File: config.mk
export PLATFORM = sky130hd
export DESIGN_NAME = expression_syntax_checker_top
export DESIGN_NICKNAME = d
export VERILOG_FILES = /design/src/hw/rtl/esc_pkg.sv /design/src/hw/rtl/esc_check.sv /design/src/hw/rtl/expression_syntax_checker_top.sv
export VERILOG_INCLUDE_DIRS = /design/src /design/src/hw/rtl
export SDC_FILE = /design/constraint.sdc
export NUM_CORES = 1
export LEC_CHECK = 0
export BUFFER_PORTS_ARGS = -buffer_cell sky130_fd_sc_hd__clkbuf_2
export CORE_ASPECT_RATIO = 1.5
export CORE_MARGIN = 5
export CORE_UTILIZATION = 60
export DETAILED_ROUTE_END_ITERATION = 6
export PLACE_DENSITY = 0.8
export SLEW_MARGIN = 40
export SYNTH_ARGS = -nofsm -noshare
export SYNTH_HDL_FRONTEND = slang
export SYNTH_HIERARCHICAL = 1
export SYNTH_SLANG_ARGS = --single-unit
export TNS_END_PERCENT = 1
File: constraint.sdc
create_clock -name clk -period 3.5 [get_ports clk]
set_input_delay 0.7 -clock clk [delete_from_list [all_inputs] [get_ports clk]]
set_output_delay 0.7 -clock clk [all_outputs]
set_load 0.05 [all_outputs]
File: src/hw/rtl/assert_macros.svh
// ----------------------------------------------------------------------------
// assert_macros.svh
// Concurrent assertion helpers, clocked on clk and disabled in reset.
// ----------------------------------------------------------------------------
`ifndef ASSERT_MACROS_SVH
`define ASSERT_MACROS_SVH

`ifndef SYNTHESIS
// property must hold at every clock edge
`define ASSERT_CLK(lbl, prop, msg) \
  lbl: assert property (@(posedge clk) disable iff (!rst_n) (prop)) else $error(msg);
// condition must never be seen at a clock edge
`define ASSERT_NEVER(lbl, cond, msg) \
  lbl: assert property (@(posedge clk) disable iff (!rst_n) !(cond)) else $error(msg);
`else
`define ASSERT_CLK(lbl, prop, msg)
`define ASSERT_NEVER(lbl, cond, msg)
`endif

`endif

File: src/hw/rtl/esc_pkg.sv
// ----------------------------------------------------------------------------
// esc_pkg
// Shared types, constants and character class decode for the syntax checker.
// ----------------------------------------------------------------------------
`default_nettype none

package esc_pkg;

  localparam int unsigned DEPTH_LIMIT = 255;
  localparam int unsigned DEPTH_W     = $clog2(DEPTH_LIMIT + 1);
  localparam int unsigned CHAR_W      = 8;

  typedef logic [CHAR_W-1:0]  char_t;
  typedef logic [DEPTH_W-1:0] depth_t;

  typedef struct packed {
    char_t  prev_char;
    logic   at_start;
    depth_t depth;
    logic   err;
  } esc_state_t;

  localparam esc_state_t STATE_RESET = '{
    prev_char: '0,
    at_start:  1'b1,
    depth:     '0,
    err:       1'b0
  };

  localparam char_t CH_OPEN  = char_t'("(");
  localparam char_t CH_CLOSE = char_t'(")");

  function automatic logic is_digit(input char_t c);
    return (c >= char_t'("0")) && (c <= char_t'("9"));
  endfunction

  function automatic logic is_first_bad(input char_t c);
    return c inside {".", "*", "/", "m", "^"};
  endfunction

  function automatic logic is_final_bad(input char_t c);
    return c inside {".", "*", "/", "m", "^", "+", "-"};
  endfunction

  function automatic logic is_opish_left(input char_t c);
    return c inside {"+", "-", "/", "*", "m", "e", "^", "("};
  endfunction

  function automatic logic is_opish_right(input char_t c);
    return c inside {"*", "/", "^", "e", ".", "m", ")"};
  endfunction

  function automatic logic is_after_dot(input char_t c);
    return c inside {"+", "-", "/", "*", "^", "(", ")", "m", ".", "x", "s", "q",
                     "c", "t", "#", "$", "!", "n", "g"};
  endfunction

  function automatic logic is_after_close(input char_t c);
    return c inside {".", "(", "s", "t", "c", "#", "$", "!", "n", "g", "q", "x"};
  endfunction

  function automatic logic is_after_x(input char_t c);
    return c inside {"(", ".", "e", "s", "c", "t", "q", "#", "$", "!", "n", "g",
                     "x"};
  endfunction

  function automatic logic is_after_e(input char_t c);
    return c inside {"*", "/", "^", "(", ".", "e", "s", "c", "t", "q", "#", "$",
                     "!", "n", "g", "x", "m"};
  endfunction

endpackage

`default_nettype wire

File: src/hw/rtl/esc_check.sv
// ----------------------------------------------------------------------------
// esc_check
// Pair rules, first/final checks and bracket depth update for one character.
// ----------------------------------------------------------------------------
`default_nettype none

module esc_check (
  input  esc_pkg::esc_state_t cur,
  input  esc_pkg::char_t      char_code,
  input  logic                last_char,
  output esc_pkg::esc_state_t nxt,
  output logic                result_err
);

  esc_pkg::char_t a;
  logic           pair_bad;
  logic           order_err;
  logic           depth_err;
  esc_pkg::depth_t depth_upd;

  assign a = cur.prev_char;

  always_comb begin
    pair_bad = 1'b0;
    if (esc_pkg::is_opish_left(a) && esc_pkg::is_opish_right(char_code)) pair_bad = 1'b1;
    if ((a == esc_pkg::char_t'(".")) && esc_pkg::is_after_dot(char_code)) pair_bad = 1'b1;
    if (esc_pkg::is_digit(a) &&
        ((char_code == esc_pkg::CH_OPEN) || (char_code == esc_pkg::char_t'("x"))))
      pair_bad = 1'b1;
    if ((a == esc_pkg::CH_CLOSE) &&
        (esc_pkg::is_digit(char_code) || esc_pkg::is_after_close(char_code)))
      pair_bad = 1'b1;
    if ((a == esc_pkg::char_t'("x")) &&
        (esc_pkg::is_digit(char_code) || esc_pkg::is_after_x(char_code)))
      pair_bad = 1'b1;
    if ((a == esc_pkg::char_t'("e")) && esc_pkg::is_after_e(char_code)) pair_bad = 1'b1;
  end

  assign order_err = cur.at_start ? esc_pkg::is_first_bad(char_code) : pair_bad;

  // open saturates at the limit, close saturates at zero; both flag
  always_comb begin
    depth_err = 1'b0;
    depth_upd = cur.depth;
    if (char_code == esc_pkg::CH_OPEN) begin
      if (cur.depth >= esc_pkg::depth_t'(esc_pkg::DEPTH_LIMIT)) depth_err = 1'b1;
      else depth_upd = cur.depth + esc_pkg::depth_t'(1);
    end else if (char_code == esc_pkg::CH_CLOSE) begin
      if (cur.depth == '0) depth_err = 1'b1;
      else depth_upd = cur.depth - esc_pkg::depth_t'(1);
    end
  end

  always_comb begin
    nxt.prev_char = char_code;
    nxt.at_start  = 1'b0;
    nxt.depth     = depth_upd;
    nxt.err       = cur.err | order_err | depth_err;
  end

  assign result_err = nxt.err | (last_char & esc_pkg::is_final_bad(char_code)) |
                      (depth_upd != '0);

endmodule

`default_nettype wire

File: src/hw/rtl/expression_syntax_checker_top.sv
// ----------------------------------------------------------------------------
// expression_syntax_checker_top
// Streaming syntax check of calculator expressions, one character per request.
// ----------------------------------------------------------------------------
//  channel | ports                               | direction | flow
//  --------+-------------------------------------+-----------+-----------------
//  in      | in_valid in_stall in_char_code      | in        | valid / stall
//          | in_last_char                        |           |
//  out     | out_valid out_stall out_syntax_error| out       | valid / stall
//
//  One character per cycle unless a final character waits on a stalled output:
//  input register, check logic, result register (loaded by a final character).
//  Only a request with last_char set waits on the result register, so a
//  stalled output holds up the input only behind a final character.
//  Synchronous active-low reset returns the checker to the start state.
// ----------------------------------------------------------------------------
`default_nettype none

`include "assert_macros.svh"

module expression_syntax_checker_top (
  input  logic                 clk,
  input  logic                 rst_n,
  input  logic                 in_valid,
  output logic                 in_stall,
  input  esc_pkg::char_t       in_char_code,
  input  logic                 in_last_char,
  output logic                 out_valid,
  input  logic                 out_stall,
  output logic                 out_syntax_error
);

  logic                s1_valid_r;
  esc_pkg::char_t      s1_char_r;
  logic                s1_last_r;
  esc_pkg::esc_state_t state_r;
  esc_pkg::esc_state_t state_nxt;
  logic                res_err;
  logic                out_valid_r;
  logic                out_err_r;
  logic                out_free;
  logic                s1_fire;
  logic                in_fire;

  assign out_free = !out_valid_r || !out_stall;
  assign s1_fire  = s1_valid_r && (!s1_last_r || out_free);
  assign in_stall = s1_valid_r && !s1_fire;
  assign in_fire  = in_valid && !in_stall;

  always_ff @(posedge clk) begin
    if (!rst_n) begin
      s1_valid_r <= 1'b0;
    end else if (in_fire) begin
      s1_valid_r <= 1'b1;
    end else if (s1_fire) begin
      s1_valid_r <= 1'b0;
    end
  end

  always_ff @(posedge clk) begin
    if (in_fire) begin
      s1_char_r <= in_char_code;
      s1_last_r <= in_last_char;
    end
  end

  esc_check u_check (
    .cur        (state_r),
    .char_code  (s1_char_r),
    .last_char  (s1_last_r),
    .nxt        (state_nxt),
    .result_err (res_err)
  );

  always_ff @(posedge clk) begin
    if (!rst_n) begin
      state_r <= esc_pkg::STATE_RESET;
    end else if (s1_fire) begin
      state_r <= s1_last_r ? esc_pkg::STATE_RESET : state_nxt;
    end
  end

  always_ff @(posedge clk) begin
    if (!rst_n) begin
      out_valid_r <= 1'b0;
    end else if (s1_fire && s1_last_r) begin
      out_valid_r <= 1'b1;
    end else if (!out_stall) begin
      out_valid_r <= 1'b0;
    end
  end

  always_ff @(posedge clk) begin
    if (s1_fire && s1_last_r) begin
      out_err_r <= res_err;
    end
  end

  assign out_valid        = out_valid_r;
  assign out_syntax_error = out_err_r;

  `ASSERT_CLK(a_end_resets_state,
              s1_fire && s1_last_r |=> state_r == esc_pkg::STATE_RESET,
              "state not cleared after final character")
  `ASSERT_CLK(a_result_from_last,
              $rose(out_valid_r) |-> $past(s1_fire && s1_last_r),
              "result without a final character")
  `ASSERT_NEVER(a_depth_over,
                state_r.depth > esc_pkg::depth_t'(esc_pkg::DEPTH_LIMIT),
                "bracket depth past limit")
  `ASSERT_NEVER(a_lost_result,
                s1_fire && s1_last_r && out_valid_r && out_stall,
                "result register overwritten")

endmodule

`default_nettype wire

; Yosys cells after proc, flatten, opt, wreduce, memory -nomap -nowiden
; Cells that the tools add are included.
; W data, S select, Z words.
[word_totals]
reg_bits = 30
output_inout_bits = 3
word_cells = 106
[op_classes]
add_sub_neg = 2
n_lt_le_gt_ge = 5
n_eq_ne = 32
mux = 20
n_bitwise = 5
n_reduce_logical = 33
[ops]
columns = operator, count
row1 = $eq A8 B6 Y1 const B, 17
row2 = $eq A8 B7 Y1 const B, 14
row3 = $mux W8, 4
row4 = $reduce_bool A19 Y1, 1
row5 = $mux W18, 1
row6 = $reduce_bool A17 Y1, 1
row7 = $ge A8 B6 Y1 const B, 2
row8 = $le A8 B6 Y1 const B, 2
row9 = $reduce_bool A8 Y1, 2
row10 = $mux W1, 15
row11 = $reduce_bool A7 Y1, 2
row12 = $reduce_bool A13 Y1, 1
row13 = $logic_and A1 B1 Y1, 12
row14 = $reduce_bool A12 Y1, 1
row15 = $add A8 B1 Y8 const B, 1
row16 = $ge A8 B8 Y1 const B, 1
row17 = $logic_not A8 Y1, 1
row18 = $sub A8 B1 Y8 const B, 1
row19 = $logic_not A1 Y1, 5
row20 = $logic_or A1 B1 Y1, 5
row21 = $reduce_bool A5 Y1, 1
row22 = $or A1 B1 Y1, 4
row23 = $ne A2 B1 Y1 const B, 1
row24 = $reduce_bool A2 Y1, 1
row25 = $and A1 B1 Y1, 1

; Logic depth before layout (Yosys ltp)
[logic_depth]
ltp_word = 14
depth_mapped = 9
depth_no_buf = 8

; By module
; The synthesis kept the hierarchy.
[modules_own_cells]
columns = mod, instances, cells_per_inst, area_each_um2, seq_area_each_um2
row1 = esc_check, 1, 178, 1136.1, 0.0
row2 = expression_syntax_checker_top, 1, 64, 969.7, 700.7

; Worst setup path before layout
; Ideal clock, no wire load.
[synth_timing]
path_type = reg2reg
start = register s1_char_r[2]
end = register out_err_r (netlist: out_syntax_error), data pin
setup_ns = 0.266
arrival_ns = 2.256
required_time_ns = 3.234
path_slack_ns = 0.978
stages_incl_launch_ff = 9
path_cell_list = edfxtp_1 or4b_4 or4_1 buf_2 nor3_2 nand3b_1 o21ai_2 nor4_1 nand3b_1
[synth_rtl]
columns = item, line
row1 = start: declaration, expression_syntax_checker_top.sv:34  ; esc_pkg::char_t s1_char_r;
row2 = start signal: assignment, expression_syntax_checker_top.sv:62  ; s1_char_r <= in_char_code;
row3 = end signal: assignment, expression_syntax_checker_top.sv:95  ; out_err_r <= res_err;
row4 = end: declaration, expression_syntax_checker_top.sv:40  ; logic out_err_r;

==> results.json <==
{
  "endpoint_kind": "flip-flop",
  "synth_compound_area_share_pct": 22.2,
  "leakage_nw": 0.784,
  "cts_num_sinks": 30,
  "finalCriticalPeriod_ps": 2900,
  "worstPathCellList": "or4b_4, or4_1, nor3_2, nand3b_1, o21ai_2, nor4_1, nand3b_1",
  "cts_resized": 0,
  "drcViolationCount": 0,
  "switching_power_w": 0.000181,
  "comb_power_share_pct": 8.9,
  "path_clk_slew_ps": 60,
  "clkLatencyLatePin_ps": 280,
  "synth_top_family_by_area": "simple AND/OR/NAND/NOR gates",
  "post_cts_buffers": 0,
  "cts_tree": "built",
  "core-area_mm2": 0.00342,
  "worstMarginPinSlew_ps": 725,
  "hold_end": "state_r[9]$_SDFFE_PN1P_",
  "vias_per_cell": 6.39,
  "clkPwrFrac_pct": 38.6,
  "required_ps": 3520,
  "hold_slack_ps": 488,
  "synth_xor_area_share_pct": 2.50,
  "setup_viol": 0,
  "dieArea_mm2": 0.00482,
  "wire_per_inst_um": 17.0,
  "layout.nets": 261,
  "hpwl_mm": 3.59,
  "ys_seq_elements": 30,
  "final_cell_mix": "20 x dfxtp_1, 19 x nand2_1, 17 x a22o_1, 15 x clkbuf_2",
  "synth_edf_count": 10,
  "final_hold_viol_count": 0,
  "crit_path_max_fanout": 14,
  "gp_congestion": 0.964,
  "path_buf_inv": 0,
  "grt_max_degree": 19,
  "drive_above_1_share_pct": 16.7,
  "p_seq_share_pct": 52.5,
  "status": "complete, no violations",
  "syn_nets": 258,
  "netlist_area_mm2": 0.00211,
  "antenna_cells": 0,
  "root_buffer": "clkbuf_8",
  "crit_top_cell": "nand3b_1",
  "rrSetupSlack_ps": 600,
  "num_rows": 26,
  "cp-start-kind": "flip-flop",
  "fp.dieW_um": 58.4,
  "arrival_ps": 2930,
  "async_flop_share_pct": 0,
  "cts_made_buffers": 5,
  "die_y_um": 82.6,
  "reg2reg_depth": 7,
  "final_max_slew_viol_count": 0,
  "yosysSeqAreaShare_pct": 33.3,
  "seq_area_um2": 701,
  "drtIter0Drc": 130,
  "synth_mux_area_share_pct": 1.49,
  "cp_slowest_cell": "or4b_4",
  "globalRouteOverflowTotal": 0,
  "pin_count": 16,
  "totalWireLength_mm": 4.89,
  "critical-path-top-delay-family": "simple AND/OR/NAND/NOR gates",
  "worstHoldStart": "state_r[9]$_SDFFE_PN1P_",
  "synth.avg_cell_area_um2": 8.70,
  "slew_headroom_pct": 51.7,
  "rsz0062_at_grt": "false",
  "yosys.area_share.simple_pct": 30.9,
  "path_class": "flip-flop to flip-flop",
  "maxCapViolations": 0,
  "cts_buffer_depth": 2,
  "swShare_pct": 24.5,
  "antenna_found_initial": 0,
  "grt_usage_pct": 22.8,
  "cts_hold_buf": 0,
  "syn_inst": 242,
  "drtAntennaViolNets": 0,
  "p_per_area_mw_per_mm2": 335,
  "ir_drop_uv": 284,
  "synth_flop_cell": "dfxtp_1",
  "ys.warnings.count": 6,
  "r2r_end": "out_syntax_error$_DFFE_PP_",
  "clock_skew_ps": 6.39,
  "vias": 1839,
  "multi_input_area_mm2": 0.00124,
  "dr.pass1.iters": 4,
  "tns_ps": 0,
  "synth_fa_ha_area_share_pct": 1.78,
  "initial_core_util_pct": 61.6,
  "nFillCells": 308,
  "period_share_pct": 82.9,
  "r2r_start": "s1_char_r[1]$_DFFE_PP_",
  "syn2layout_area_growth_pct": 5.11,
  "grt_pass1_wl_mm": 8.33,
  "grt_pass1_vias": 1705,
  "htree_levels": 2,
  "fmax_mhz": 345,
  "min_path_type": "flip-flop to flip-flop",
  "max_stage_delay_ps": 610,
  "final_common_cell": "dfxtp_1",
  "min_path_cells": 2,
  "synth_cell_types": 63,
  "port_buffers": 15,
  "p_int_w": 0.000559
}
## metrics by stage
stage                     util (%)  instances  instance area [um2]  setup slack [ps]  power, W
after floorplan                  -        242                 2110               978  0.000449
after global placement        62.1        280                 2120               700  0.000460
after detailed placement      62.1        280                 2120               665  0.000461
after CTS                     64.7        288                 2210               659  0.000746
after global routing          64.8        288                 2210               484  0.000778
final                         64.8        288                 2210               598  0.000741
## power groups by stage
stage	clock network (W)	registers, W	logic [W]
after floorplan	0	0.000391	0.0000573
after global placement	0	0.000396	0.0000645
after detailed placement	0	0.000396	0.0000650
after CTS	0.000292	0.000389	0.0000653
after global routing	0.000314	0.000391	0.0000729
final	0.000286	0.000389	0.0000658
## cell usage after synthesis (4+ instances only)
library cell / instances / area [um2]
nor3_1: 4 / 20.0
nand3_1: 13 / 65.1
and3b_1: 4 / 35.0
edfxtp_1: 10 / 300
nand2b_1: 7 / 43.8
dfxtp_1: 20 / 400
clkbuf_1: 7 / 26.3
a21oi_1: 11 / 55.1
nor4_1: 6 / 37.5
a31oi_1: 4 / 25.0
nor2_1: 13 / 48.8
nand4_1: 7 / 43.8
inv_1: 5 / 18.8
a22o_1: 17 / 149
nand3b_1: 5 / 37.5
buf_4: 9 / 67.6
nand2_1: 19 / 71.3
o21ai_0: 9 / 45.0
## worst max-delay path by stage
stage                           start                         end  depth (start not counted)
3_3_place_gp   s1_char_r[1]$_DFFE_PP_  out_syntax_error$_DFFE_PP_                          7
6_report       s1_char_r[1]$_DFFE_PP_  out_syntax_error$_DFFE_PP_                          7
5_1_grt        s1_char_r[1]$_DFFE_PP_  out_syntax_error$_DFFE_PP_                          7
3_5_place_dp   s1_char_r[1]$_DFFE_PP_  out_syntax_error$_DFFE_PP_                          7
2_1_floorplan  s1_char_r[2]$_DFFE_PP_  out_syntax_error$_DFFE_PP_                          8
4_1_cts        s1_char_r[1]$_DFFE_PP_  out_syntax_error$_DFFE_PP_                          7
## final cells by class
| cell class | instances | area share (%) |
|---|---|---|
| multi-input combinational | 184 | 56.2 |
| inverter | 5 | 0.848 |
| sequential | 30 | 31.7 |
| clock buffer | 7 | 3.90 |
| tap | 42 | 2.37 |
| timing repair buffer | 19 | 4.75 |
| clock inverter | 1 | 0.226 |
## flip-flops by register name, summed over array words and instances (netlist names)
register and flops:
state_r 18, s1_char_r 8, out_syntax_error 1, out_valid 1, s1_last_r 1, s1_valid_r 1
## metal layers
metal	GRT usage, %	share of wire [%]
met1	25.7	40
met2	39.9	52
met3	4.82	4.3
met4	11.8	3.9
met5	0	0
## cell families (layout without fill, tap and decap cells)
kind of cell / count (synthesis) / in the layout
mux: 3 / 3
xor+xnor: 6 / 6
compound gates: 64 / 64
buf+inv: 28 / 32
other cells: 1 / 1
simple gates: 107 / 107
fa+ha+maj: 3 / 3
flops: 30 / 30
## tightest hold or removal path, delay by kind of cell, from the launching register on
family,cells,cell delay (ps)
compound gates,1,50
flops,1,340
buf+inv,1,60
No activity file was read; power rests on OpenSTA's default activity.
